$ cat config.mk
export PLATFORM = sky130hd
export DESIGN_NAME = md5_message_digest_top
export DESIGN_NICKNAME = d
export VERILOG_FILES = /design/src/sv/md5_pkg.sv /design/src/sv/md5_ram.sv /design/src/sv/md5_message_digest_top.sv
export SDC_FILE = /design/constraint.sdc
export NUM_CORES = 2
export LEC_CHECK = 0
export ABC_AREA = 0
export BUFFER_PORTS_ARGS = -buffer_cell sky130_fd_sc_hd__clkbuf_2
export CAP_MARGIN = 10
export CORE_AREA = 2 2 367 369
export DETAILED_ROUTE_END_ITERATION = 8
export DIE_AREA = 0 0 369 371
export PLACE_DENSITY = 0.59
export SYNTH_ARGS = -nofsm -noshare
export SYNTH_HDL_FRONTEND = slang
export SYNTH_HIERARCHICAL = 1
export SYNTH_SLANG_ARGS = --single-unit
$ cat constraint.sdc
create_clock -name i_clk -period 17.3 [get_ports i_clk]
set_clock_uncertainty 0.1 [all_clocks]
set_input_delay 0.865 -clock i_clk [delete_from_list [all_inputs] [get_ports i_clk]]
set_output_delay 0.865 -clock i_clk [all_outputs]
set_load 0.1 [all_outputs]
$ cat src/sv/md5_pkg.sv
`timescale 1ns / 1ps
// ---------------------------------------------------------------------------
// MD5 package
// Shared types and constants for the MD5 digest block.
// ---------------------------------------------------------------------------
package md5_pkg;

    localparam int unsigned BlockBytes = 64;
    localparam int unsigned WordCount  = 16;
    localparam int unsigned FillW      = 6;
    localparam int unsigned LenW       = 61;

    localparam logic [31:0] InitA = 32'h67452301;
    localparam logic [31:0] InitB = 32'hefcdab89;
    localparam logic [31:0] InitC = 32'h98badcfe;
    localparam logic [31:0] InitD = 32'h10325476;

    localparam logic [7:0]  PadByte    = 8'h80;
    localparam logic [5:0]  LenOffset  = 6'd56;

    typedef logic [31:0] t_word;

    function automatic t_word round_const(input logic [5:0] r);
        t_word k;
        case (r)
            6'd0:  k = 32'hd76aa478; 6'd1:  k = 32'he8c7b756;
            6'd2:  k = 32'h242070db; 6'd3:  k = 32'hc1bdceee;
            6'd4:  k = 32'hf57c0faf; 6'd5:  k = 32'h4787c62a;
            6'd6:  k = 32'ha8304613; 6'd7:  k = 32'hfd469501;
            6'd8:  k = 32'h698098d8; 6'd9:  k = 32'h8b44f7af;
            6'd10: k = 32'hffff5bb1; 6'd11: k = 32'h895cd7be;
            6'd12: k = 32'h6b901122; 6'd13: k = 32'hfd987193;
            6'd14: k = 32'ha679438e; 6'd15: k = 32'h49b40821;
            6'd16: k = 32'hf61e2562; 6'd17: k = 32'hc040b340;
            6'd18: k = 32'h265e5a51; 6'd19: k = 32'he9b6c7aa;
            6'd20: k = 32'hd62f105d; 6'd21: k = 32'h02441453;
            6'd22: k = 32'hd8a1e681; 6'd23: k = 32'he7d3fbc8;
            6'd24: k = 32'h21e1cde6; 6'd25: k = 32'hc33707d6;
            6'd26: k = 32'hf4d50d87; 6'd27: k = 32'h455a14ed;
            6'd28: k = 32'ha9e3e905; 6'd29: k = 32'hfcefa3f8;
            6'd30: k = 32'h676f02d9; 6'd31: k = 32'h8d2a4c8a;
            6'd32: k = 32'hfffa3942; 6'd33: k = 32'h8771f681;
            6'd34: k = 32'h6d9d6122; 6'd35: k = 32'hfde5380c;
            6'd36: k = 32'ha4beea44; 6'd37: k = 32'h4bdecfa9;
            6'd38: k = 32'hf6bb4b60; 6'd39: k = 32'hbebfbc70;
            6'd40: k = 32'h289b7ec6; 6'd41: k = 32'heaa127fa;
            6'd42: k = 32'hd4ef3085; 6'd43: k = 32'h04881d05;
            6'd44: k = 32'hd9d4d039; 6'd45: k = 32'he6db99e5;
            6'd46: k = 32'h1fa27cf8; 6'd47: k = 32'hc4ac5665;
            6'd48: k = 32'hf4292244; 6'd49: k = 32'h432aff97;
            6'd50: k = 32'hab9423a7; 6'd51: k = 32'hfc93a039;
            6'd52: k = 32'h655b59c3; 6'd53: k = 32'h8f0ccc92;
            6'd54: k = 32'hffeff47d; 6'd55: k = 32'h85845dd1;
            6'd56: k = 32'h6fa87e4f; 6'd57: k = 32'hfe2ce6e0;
            6'd58: k = 32'ha3014314; 6'd59: k = 32'h4e0811a1;
            6'd60: k = 32'hf7537e82; 6'd61: k = 32'hbd3af235;
            6'd62: k = 32'h2ad7d2bb; default: k = 32'heb86d391;
        endcase
        return k;
    endfunction

    function automatic logic [4:0] rot_amount(input logic [5:0] r);
        logic [4:0] s;
        case ({r[5:4], r[1:0]})
            4'b0000: s = 5'd7;  4'b0001: s = 5'd12; 4'b0010: s = 5'd17; 4'b0011: s = 5'd22;
            4'b0100: s = 5'd5;  4'b0101: s = 5'd9;  4'b0110: s = 5'd14; 4'b0111: s = 5'd20;
            4'b1000: s = 5'd4;  4'b1001: s = 5'd11; 4'b1010: s = 5'd16; 4'b1011: s = 5'd23;
            4'b1100: s = 5'd6;  4'b1101: s = 5'd10; 4'b1110: s = 5'd15; default: s = 5'd21;
        endcase
        return s;
    endfunction

    // Message word used by a round.
    function automatic logic [3:0] word_sel(input logic [5:0] r);
        logic [3:0] g;
        case (r[5:4])
            2'd0:    g = r[3:0];
            2'd1:    g = 4'(5 * r[3:0] + 1);
            2'd2:    g = 4'(3 * r[3:0] + 5);
            default: g = 4'(7 * r[3:0]);
        endcase
        return g;
    endfunction

endpackage

$ cat src/sv/md5_ram.sv
`timescale 1ns / 1ps
// ---------------------------------------------------------------------------
// MD5 generic RAM
// Single write port, single read port, registered read data.
// ---------------------------------------------------------------------------
module md5_ram #(
    parameter int unsigned Width = 8,
    parameter int unsigned Depth = 64
) (
    input  logic                     i_clk,
    input  logic                     i_we,
    input  logic [$clog2(Depth)-1:0] i_waddr,
    input  logic [Width-1:0]         i_wdata,
    input  logic [$clog2(Depth)-1:0] i_raddr,
    output logic [Width-1:0]         o_rdata
);
    logic [Width-1:0] r_mem [Depth];
    logic [Width-1:0] r_rdata;

    always_ff @(posedge i_clk) begin
        if (i_we) begin
            r_mem[i_waddr] <= i_wdata;
        end
        r_rdata <= r_mem[i_raddr];
    end

    assign o_rdata = r_rdata;
endmodule

$ cat src/sv/md5_message_digest_top.sv
`timescale 1ns / 1ps
// ---------------------------------------------------------------------------
// MD5 message digest top level
// Byte-serial MD5 hash with a word-wide block store and an iterative round.
// ---------------------------------------------------------------------------
// Bytes enter one per transaction and are packed into a 16 x 32-bit block RAM
// (little-endian inside each word). After a byte that does not fill the
// block the sequencer stays idle for the next byte. A byte that fills the
// block starts the compression: 64 rounds, each one a RAM read of the message
// word (S_RREQ) followed by one round update (S_ROUND), then the add into the
// chaining value (S_FOLD) and the decision (S_NEXT); no transaction is
// accepted meanwhile. The message ends with last_byte or message_empty.
// Padding words are then written into the RAM one per cycle, from the word
// that takes the 0x80 byte to the end of the block. One or two blocks are
// compressed after that. A message that needs a second block (pad byte at
// offset 56 or later, or a last byte that fills the block) writes a full
// second block of zeros and length, with the 0x80 byte in its first word when
// the last byte filled the block. S_OUT then moves the digest into the output
// register. The digest sits in its own output register, so the next message
// is accepted while it waits to be taken; only a second finished digest
// waits until the first has been taken. There is no clearing pass after reset.
// ---------------------------------------------------------------------------
module md5_message_digest_top
    import md5_pkg::*;
(
    input  logic        i_clk,
    input  logic        i_rst_n,
    input  logic        i_valid,
    output logic        o_stall,
    input  logic [7:0]  i_data_byte,
    input  logic        i_last_byte,
    input  logic        i_message_empty,
    output logic        o_valid,
    input  logic        i_stall,
    output logic [63:0] o_digest_first_half,
    output logic [63:0] o_digest_second_half
);
    // Sequencer states.
    typedef enum logic [6:0] {
        S_IDLE  = 7'b0000001,
        S_PAD   = 7'b0000010,  // write padding words
        S_RREQ  = 7'b0000100,  // issue word read
        S_ROUND = 7'b0001000,  // apply one round
        S_FOLD  = 7'b0010000,  // add into chaining value
        S_NEXT  = 7'b0100000,  // decide after a block
        S_OUT   = 7'b1000000   // digest waiting for the output register
    } t_state;

    t_state      r_state, n_state;
    t_word       r_h [4];
    t_word       r_a, r_b, r_c, r_d;
    logic [5:0]  r_fill;
    logic [LenW-1:0] r_len;
    logic [5:0]  r_round;
    logic [3:0]  r_pw;       // padding word index
    logic        r_fin;      // message end in progress
    logic        r_second;   // a further padding block follows
    logic        r_lenblk;   // current block carries the length
    logic [23:0] r_part;     // bytes of the partial word
    logic [63:0] r_dig0, r_dig1;
    logic        r_ovalid;   // output register holds a digest

    logic        we;
    logic [3:0]  waddr, raddr;
    t_word       wdata, rdata;

    md5_ram #(.Width(32), .Depth(WordCount)) u_block (
        .i_clk  (i_clk),
        .i_we   (we),
        .i_waddr(waddr),
        .i_wdata(wdata),
        .i_raddr(raddr),
        .o_rdata(rdata)
    );

    logic accept;
    logic load_dig;
    logic [5:0] end_fill;
    assign o_stall  = (r_state != S_IDLE);
    assign accept   = i_valid && (r_state == S_IDLE);
    assign load_dig = (r_state == S_OUT) && (!r_ovalid || !i_stall);
    assign o_valid  = r_ovalid;
    assign o_digest_first_half  = r_dig0;
    assign o_digest_second_half = r_dig1;

    // Fill once the accepted transaction is taken in; the pad byte lands here.
    assign end_fill = i_message_empty ? r_fill : r_fill + 6'd1;

    // Padding content for word r_pw, built from the fill, partial bytes and length.
    logic [63:0] bits;
    t_word       pad_word;
    logic [3:0]  fw;
    assign bits = {r_len, 3'b000};
    assign fw   = r_fill[5:2];
    always_comb begin
        pad_word = '0;
        if (!r_lenblk || r_pw < 4'd14) begin
            if (r_pw == fw) begin
                case (r_fill[1:0])
                    2'd0:    pad_word = {24'h0, PadByte};
                    2'd1:    pad_word = {16'h0, PadByte, r_part[7:0]};
                    2'd2:    pad_word = {8'h0, PadByte, r_part[15:0]};
                    default: pad_word = {PadByte, r_part[23:0]};
                endcase
            end
        end
        if (r_lenblk && r_pw == 4'd14) pad_word = bits[31:0];
        if (r_lenblk && r_pw == 4'd15) pad_word = bits[63:32];
    end

    // Round logic.
    t_word f, sum, rot;
    logic [4:0] s;
    always_comb begin
        case (r_round[5:4])
            2'd0:    f = (r_b & r_c) | (~r_b & r_d);
            2'd1:    f = (r_d & r_b) | (~r_d & r_c);
            2'd2:    f = r_b ^ r_c ^ r_d;
            default: f = r_c ^ (r_b | ~r_d);
        endcase
        sum = r_a + f + round_const(r_round) + rdata;
        s   = rot_amount(r_round);
        rot = (sum << s) | (sum >> (6'd32 - {1'b0, s}));
    end

    t_word nb;
    assign nb = r_b + rot;

    always_comb begin
        we      = 1'b0;
        waddr   = r_fill[5:2];
        wdata   = {i_data_byte, r_part};
        raddr   = word_sel(r_round);
        n_state = r_state;
        unique case (r_state)
            S_IDLE: begin
                if (accept) begin
                    if (i_message_empty) begin
                        n_state = S_PAD;
                    end else begin
                        we = (r_fill[1:0] == 2'd3);
                        if (r_fill == 6'd63) n_state = S_RREQ;
                        else if (i_last_byte) n_state = S_PAD;
                    end
                end
            end
            S_PAD: begin
                we      = 1'b1;
                waddr   = r_pw;
                wdata   = pad_word;
                if (r_pw == 4'd15) n_state = S_RREQ;
            end
            S_RREQ:  n_state = S_ROUND;
            S_ROUND: n_state = (r_round == 6'd63) ? S_FOLD : S_RREQ;
            S_FOLD:  n_state = S_NEXT;
            S_NEXT: begin
                if (!r_fin) n_state = S_IDLE;
                else if (r_second) n_state = S_PAD;
                else n_state = S_OUT;
            end
            S_OUT:   if (load_dig) n_state = S_IDLE;
            default: n_state = S_IDLE;
        endcase
    end

    always_ff @(posedge i_clk) begin
        if (!i_rst_n) begin
            r_state  <= S_IDLE;
            r_h[0]   <= InitA; r_h[1] <= InitB; r_h[2] <= InitC; r_h[3] <= InitD;
            r_fill   <= '0;
            r_len    <= '0;
            r_round  <= '0;
            r_pw     <= '0;
            r_fin    <= 1'b0;
            r_second <= 1'b0;
            r_lenblk <= 1'b0;
            r_ovalid <= 1'b0;
        end else begin
            r_state  <= n_state;
            r_ovalid <= load_dig || (r_ovalid && i_stall);
            unique case (r_state)
                S_IDLE: begin
                    if (accept) begin
                        // Padding starts at the word that takes the pad byte.
                        r_pw <= end_fill[5:2];
                        if (!i_message_empty) begin
                            r_fill <= r_fill + 6'd1;
                            r_len  <= r_len + LenW'(1);
                        end
                        if (i_message_empty || i_last_byte) begin
                            r_fin <= 1'b1;
                            // Fill after this byte decides one or two blocks.
                            if (!i_message_empty && r_fill == 6'd63) begin
                                r_second <= 1'b1;   // full block first
                                r_lenblk <= 1'b0;
                            end else if (!i_message_empty ?
                                         (r_fill + 6'd1 >= LenOffset) :
                                         (r_fill >= LenOffset)) begin
                                r_second <= 1'b1;
                                r_lenblk <= 1'b0;
                            end else begin
                                r_second <= 1'b0;
                                r_lenblk <= 1'b1;
                            end
                        end
                    end
                end
                S_PAD: r_pw <= r_pw + 4'd1;
                S_ROUND: begin
                    r_a     <= r_d;
                    r_d     <= r_c;
                    r_c     <= r_b;
                    r_b     <= nb;
                    r_round <= r_round + 6'd1;
                end
                S_FOLD: begin
                    r_h[0] <= r_h[0] + r_a; r_h[1] <= r_h[1] + r_b;
                    r_h[2] <= r_h[2] + r_c; r_h[3] <= r_h[3] + r_d;
                end
                S_NEXT: begin
                    r_pw <= '0;
                    if (r_fin && r_second) begin
                        // Next block: pad byte already placed unless the
                        // compressed block was a full data block.
                        r_second <= 1'b0;
                        r_lenblk <= 1'b1;
                        if (r_fill != 6'd0) r_fill <= 6'd63;
                    end
                end
                S_OUT: begin
                    // Move the digest out once the output register is free.
                    if (load_dig) begin
                        r_dig0 <= {r_h[1], r_h[0]};
                        r_dig1 <= {r_h[3], r_h[2]};
                        r_h[0] <= InitA; r_h[1] <= InitB;
                        r_h[2] <= InitC; r_h[3] <= InitD;
                        r_fill <= '0;
                        r_len  <= '0;
                        r_fin  <= 1'b0;
                        r_lenblk <= 1'b0;
                    end
                end
                default: ;
            endcase
            if (n_state == S_RREQ && r_state != S_ROUND) begin
                r_a <= r_h[0]; r_b <= r_h[1]; r_c <= r_h[2]; r_d <= r_h[3];
                r_round <= '0;
            end
        end
    end

    always_ff @(posedge i_clk) begin
        if (accept && !i_message_empty) begin
            case (r_fill[1:0])
                2'd0:    r_part[7:0]   <= i_data_byte;
                2'd1:    r_part[15:8]  <= i_data_byte;
                2'd2:    r_part[23:16] <= i_data_byte;
                default: ;
            endcase
        end
    end
endmodule
# Yosys cells after proc, flatten, opt, wreduce, memory -nomap -nowiden
# Memories as Yosys holds them, arrays and structs flattened. A register that Yosys moved wholly into a read port is not among the register bits.
# Index checks and enable logic that the tools add are counted.
# classes
add_sub_neg	15
mul	3
n_lt_le_gt_ge	3
n_eq_ne	26
shifts	2
mux	81
n_bitwise	22
reduce_logical	38
# op_table
op	n
32-bit two-way mux	21
32-bit adder	8
32-bit case mux with 3 select lines	2
61-bit two-way mux	3
32-bit bitwise AND	4
32-bit bitwise OR	4
61-bit case mux with 2 select lines	1
32-bit bitwise XOR	3
32-bit NOT	2
61-bit by 1-bit adder with 61-bit output, second input constant	1
7-bit two-way mux	8
7-bit case mux with 7 select lines	1
6-bit two-way mux	7
32-bit by 5-bit left shift with 32-bit output	1
32-bit by 6-bit right shift with 32-bit output	1
1-bit two-way mux	26
4-bit case mux with 3 select lines	2
6-bit case mux with 3 select lines	1
4-bit two-way mux	4
7-bit by 3-bit equality test with 1-bit output, second input constant	2
6-bit by 1-bit adder with 6-bit output, second input constant	2
6-bit equality test, second input constant	2
6-bit greater-or-equal comparator, second input constant	2
4-bit AND reduction	3
37 further kinds	79
# word_totals
reg_bits	368
ramBits	640
romBits	2128
word_cells	213
memories	4
# mem_list
name	words	word_bits	read_ports	rd_ports_with_merged_regs	wr	line_no	text
(name not given)	64	32	1	1	0	md5_pkg.sv:25	case (r)
u_block.r_mem	16	32	1	1	1	md5_ram.sv:17	logic [Width-1:0] r_mem [Depth];
r_h	4	32	4	0	4	md5_message_digest_top.sv:50	t_word r_h [4];
(name not given)	16	5	1	1	0	md5_pkg.sv:64	case ({r[5:4], r[1:0]})

# Logic depth before layout (Yosys ltp)
# logic_depth
depth_word	12
ltp_mapped	39

# Modules after synthesis
# The synthesis kept the hierarchy.
# by_module_without_submodules
module	instances	cells_each	area_each_um2
md5_message_digest_top	1	4637	39598.0
md5_ram	1	838	19835.3

# Worst setup path before layout
# No wires, ideal clock.
# synth_timing
kind	register to register
from	register r_state[1]
to	register r_a[0] (enable)
t_arrival_ns	8.779
required_ns	16.542
setup_slack_ns	7.763
stages_incl_launch_ff	11
synth_period_minus_slack_ns	9.537
path_cell_list	dfxtp_1 buf_6 nor3_4 nand2_1 nor2_1 inv_2 clkbuf_1 or3_1 o21a_1 clkbuf_1 a21oi_1
# synth_between
elab_chain_cells	9
# synth_rtl
item	line_no	text
start: declaration	md5_message_digest_top.sv:49	t_state r_state, n_state;
start signal: assignment	md5_message_digest_top.sv:179	r_state <= n_state;
7-bit two-way mux	md5_message_digest_top.sv:143	else if (i_last_byte) n_state = S_PAD;
7-bit two-way mux	md5_message_digest_top.sv:142	if (r_fill == 6'd63) n_state = S_RREQ;
7-bit two-way mux	md5_message_digest_top.sv:138	if (i_message_empty) begin
7-bit two-way mux	md5_message_digest_top.sv:137	if (accept) begin
7-bit case mux with 7 select lines	md5_message_digest_top.sv:135	unique case (r_state)
7-bit by 3-bit equality test with 1-bit output	md5_message_digest_top.sv:245	if (n_state == S_RREQ && r_state != S_ROUND) begin
1-bit logical AND	md5_message_digest_top.sv:245	
2-bit nonzero test (no source line) (*)	--	
2-bit AND reduction (no source line) (*)	--	
end signal: assignment	md5_message_digest_top.sv:210	r_a <= r_d;
end signal: assignment	md5_message_digest_top.sv:246	r_a <= r_h[0]; r_b <= r_h[1]; r_c <= r_h[2]; r_d <= r_h[3];
end: declaration	md5_message_digest_top.sv:51	t_word r_a, r_b, r_c, r_d;
# Mark *: on every way between the ends. The rest lies on a longest branch, timed or not.
# A chain may end at the register's enable or synchronous reset.

# Worst setup path after layout
# layout_timing
from	register r_round[4]
to	register r_b[31] (data pin)
# layout_between
elab_chain_cells	10
# layout_rtl
item	line_no	text
start: declaration	md5_message_digest_top.sv:54	logic [5:0] r_round;
start signal: assignment	md5_message_digest_top.sv:214	r_round <= r_round + 6'd1;
2-bit equality test, or another cell as far along	md5_message_digest_top.sv:115	case (r_round[5:4])
32-bit case mux with 3 select lines	md5_message_digest_top.sv:115	
32-bit adder (3 in series)	md5_message_digest_top.sv:121	sum = r_a + f + round_const(r_round) + rdata;
32-bit by 6-bit right shift with 32-bit output / 32-bit by 5-bit left shift with 32-bit output (equally long branches)	md5_message_digest_top.sv:123	rot = (sum << s) | (sum >> (6'd32 - {1'b0, s}));
32-bit bitwise OR	md5_message_digest_top.sv:123	
32-bit adder	md5_message_digest_top.sv:127	assign nb = r_b + rot;
32-bit two-way mux	md5_message_digest_top.sv:181	unique case (r_state)
32-bit two-way mux (*)	md5_message_digest_top.sv:245	
end signal: assignment	md5_message_digest_top.sv:213	r_b <= nb;
end signal: assignment	md5_message_digest_top.sv:246	
end: declaration	md5_message_digest_top.sv:51	
# Mark *: on every way between the ends. The rest lies on a longest branch, timed or not. The select of a mux whose other input is x is not followed.

==> summary.txt <==
CTS
  • Clock root cell: clkbuf_16
  • CTS tree: built
  • Clk sink count: 1077
  • Cts repair resizes: 0
  • Num CTS Buffers: 113
  • Clk buf depth: 3
  • Clock transition at path regs: 60 ps
  • # hold bufs at CTS: 0
  • CTS H-tree depth: 3
  • Post-CTS setup buffer count: 0
  • Clk_lat worst skew: 780 ps

Floorplanning
  • Core box area: 0.133 sq mm
  • Initial Utilization: 0.448
  • Chip width: 369 um
  • Num rows: 134
  • I/O pins: 144
  • Die ar.: 0.137 sq mm
  • Die Y: 371 um

Final layout
  • Layout cells sized above 1: 0.118
  • Final nets: 5845
  • Number of fill cells: 12100
  • Fin util: 0.496
  • Synth-to-Final Area Change: 10.8%
  • Multi-input gate area: 0.0273 sq mm
  • Post-route cell area: 0.0658 sq mm
  • FF+latch area: 0.0301 sq mm

Worst setup path
  • WP buf/inv: 3
  • Worst path max stage delay: 690 ps
  • CP delay by family, top: compound AO/OA/AOI/OAI gates
  • CP most frequent cell: o21ai_0
  • Critical Path Fanout Max: 91
  • Critical setup path kind: register to register
  • CP arrival: 10790 ps
  • Worst path slowest cell: a2111oi_0
  • Critical path launch point type: register
  • CP endpoint kind: register
  • CP required: 17620 ps

Timing
  • Minimum clock period: 10460 ps
  • Worst hold slack: 230 ps
  • Slew Viols, Final: 0
  • Max Freq: 0.0956 GHz
  • Hold Fails Final Rpt: 0
  • Setup tns final: 0 ps
  • Crit share post-route: 0.605
  • Worst-Margin Slew: 1180 ps
  • Final setup fails: 0
  • Relative slew slack: 0.207
  • Unrepaired setup endpoints after global routing: false

Drt
  • DRT Pass-1 Iters: 6
  • Antenna Nets Post-Route: 0
  • Final wirelength: 191000 um
  • Remaining DRCs: 0
  • Per-cell routed wire length: 25.7 um
  • Initial DRC Count: 4821
  • Via Count: 44700
  • Vias per cell: 6.03

Hold path
  • Hold Path Class: input pin to register

Power
  • Total power: 5.64 mW
  • Cell Pwr Density: 85.7 mW/mm^2
  • Leakage: 24.2 nW
  • Worst IR Drop VDD: 99.2 uV

Placement
  • RePlAce Congestion: 0.951
  • I/O Buffers: 143
  • Placed standard-cell area: 0.0620 sq mm
  • DP HPWL: 134000 um

Synthesis
  • Synth Flop Type: edfxtp_1
  • Synth top area cells: edfxtp_1 43%, dfxtp_1 7.4%, mux4_2 5.3%, nand2_1 4.7%, ha_1 4.6%
  • Synth top area share: 0.432
  • Syn_nets: 5776
  • Avg Synthesized Cell Area: 10.9 sq um
  • Cell count after synthesis: 5475
  • Post-synthesis cell type count: 109
  • Number of synthesized register bits: 1077
  • Count leader, synth: edfxtp_1
  • Largest area contributor in the netlist: edfxtp_1
  • Synth cell count leaders: 856 x edfxtp_1, 746 x nand2_1, 379 x a21oi_1
  • Post-synth EDFFs: 856
  • Synthesis Warnings: 6
  • Mapped Area: 0.0594 sq mm
  • Post-synthesis sequential area ratio: 0.507
  • Async set or reset register ratio after synthesis: 0

GRT
  • Vias in the first global route: 42200
  • GRT Util Overall: 0.275
  • Antenna violations before repair: 3
  • First-pass GRT wire length: 281000 um
  • Grt ovf: 0
  • Largest net degree at the start of global routing: 129

Status
  • Status: complete, no violations

Job
  • Max Cap Viol: 0
[per-layer routing]
| layer | vias up | wire, um | part of all wire | global-route usage |
|---|---|---|---|---|
| li1 | 20400 | - | - | - |
| met1 | 22100 | 81700 | 0.43 | 0.381 |
| met2 | 1790 | 87500 | 0.46 | 0.437 |
| met3 | 318 | 12800 | 0.067 | 0.0376 |
| met4 | 0 | 8600 | 0.045 | 0.112 |
| met5 | - | 0 | 0 | 0 |
[where the power goes]
part	internal [mW]	total, mW	switching [mW]
registers	2.81	2.82	0.0179
clock network	1.41	2.47	1.06
logic	0.125	0.347	0.222
[registers in the layout (all words and copies together), names as in the netlist, named ones only]
signal	count
r_len	61
r_fill	6
r_c	32
r_a	32
r_part	24
s	5
u_block/r_mem	512
o_digest_first_half	64
r_d	32
r_lenblk	1
o_digest_second_half	64
r_round	6
r_fin	1
r_h	128
u_block/o_rdata	32
r_b	32
r_pw	4
r_second	1
r_state	7
o_valid	1
[placed cells by master (no fill, tap or decap), types with 35 or more instances in the layout]
master,count
ha_1,218
inv_1,267
a21oi_1,377
nand2b_1,44
edfxtp_1,856
a22oi_1,81
nor3b_1,39
nor2_1,329
nand3_1,114
o211ai_1,52
and2_1,35
o22ai_1,56
clkbuf_2,143
nor3_1,125
xnor2_1,123
clkbuf_1,37
a211oi_1,50
o21ai_0,344
a21o_1,80
mux4_2,139
clkbuf_16,113
xor2_1,147
mux2i_1,60
fa_1,69
o311a_1,35
nand2_1,745
and3_1,45
dfxtp_1,218
a31oi_1,39
buf_4,86
[layout make-up]
cell class / count / share of cell area
Tap cell: 1768 / 0.0336
Antenna cell: 2 / 0.0000760
Clock buffer: 160 / 0.0471
Timing Repair Buffer: 230 / 0.0210
Sequential cell: 1077 / 0.458
Multi-Input combinational cell: 3845 / 0.414
Clock inverter: 55 / 0.0109
Inverter: 277 / 0.0158
[path summary, 6_finish.rpt]
path,startpoint,end,slack [ps],depth (start not counted)
worst min register to register,r_h[1][0],o_digest_first_half[32],390,0
worst max-delay path,r_round[4],r_b[31],6840,36
worst max register to register,r_round[4],r_b[31],6840,36
worst min-delay path,i_data_byte[7],r_part[7],230,1
[through the flow]
stage | worst slack, ps | std cells
after floorplan | 7760 | 5475
after global placement | 7170 | 7197
after detailed placement | 7010 | 7197
after CTS | 6980 | 7412
after global routing | 5990 | 7412
final | 6840 | 7414
[cells by family after synthesis]
| logic type | Yosys count | share of synthesized area |
|---|---|---|
| buf+inv | 553 | 0.0382 |
| xor+xnor | 276 | 0.0417 |
| compound gates | 1410 | 0.151 |
| simple gates | 1656 | 0.127 |
| flops | 1077 | 0.507 |
| mux | 215 | 0.0658 |
| fa+ha+maj | 288 | 0.0693 |
Note: power is estimated with default switching activity, not from simulation.
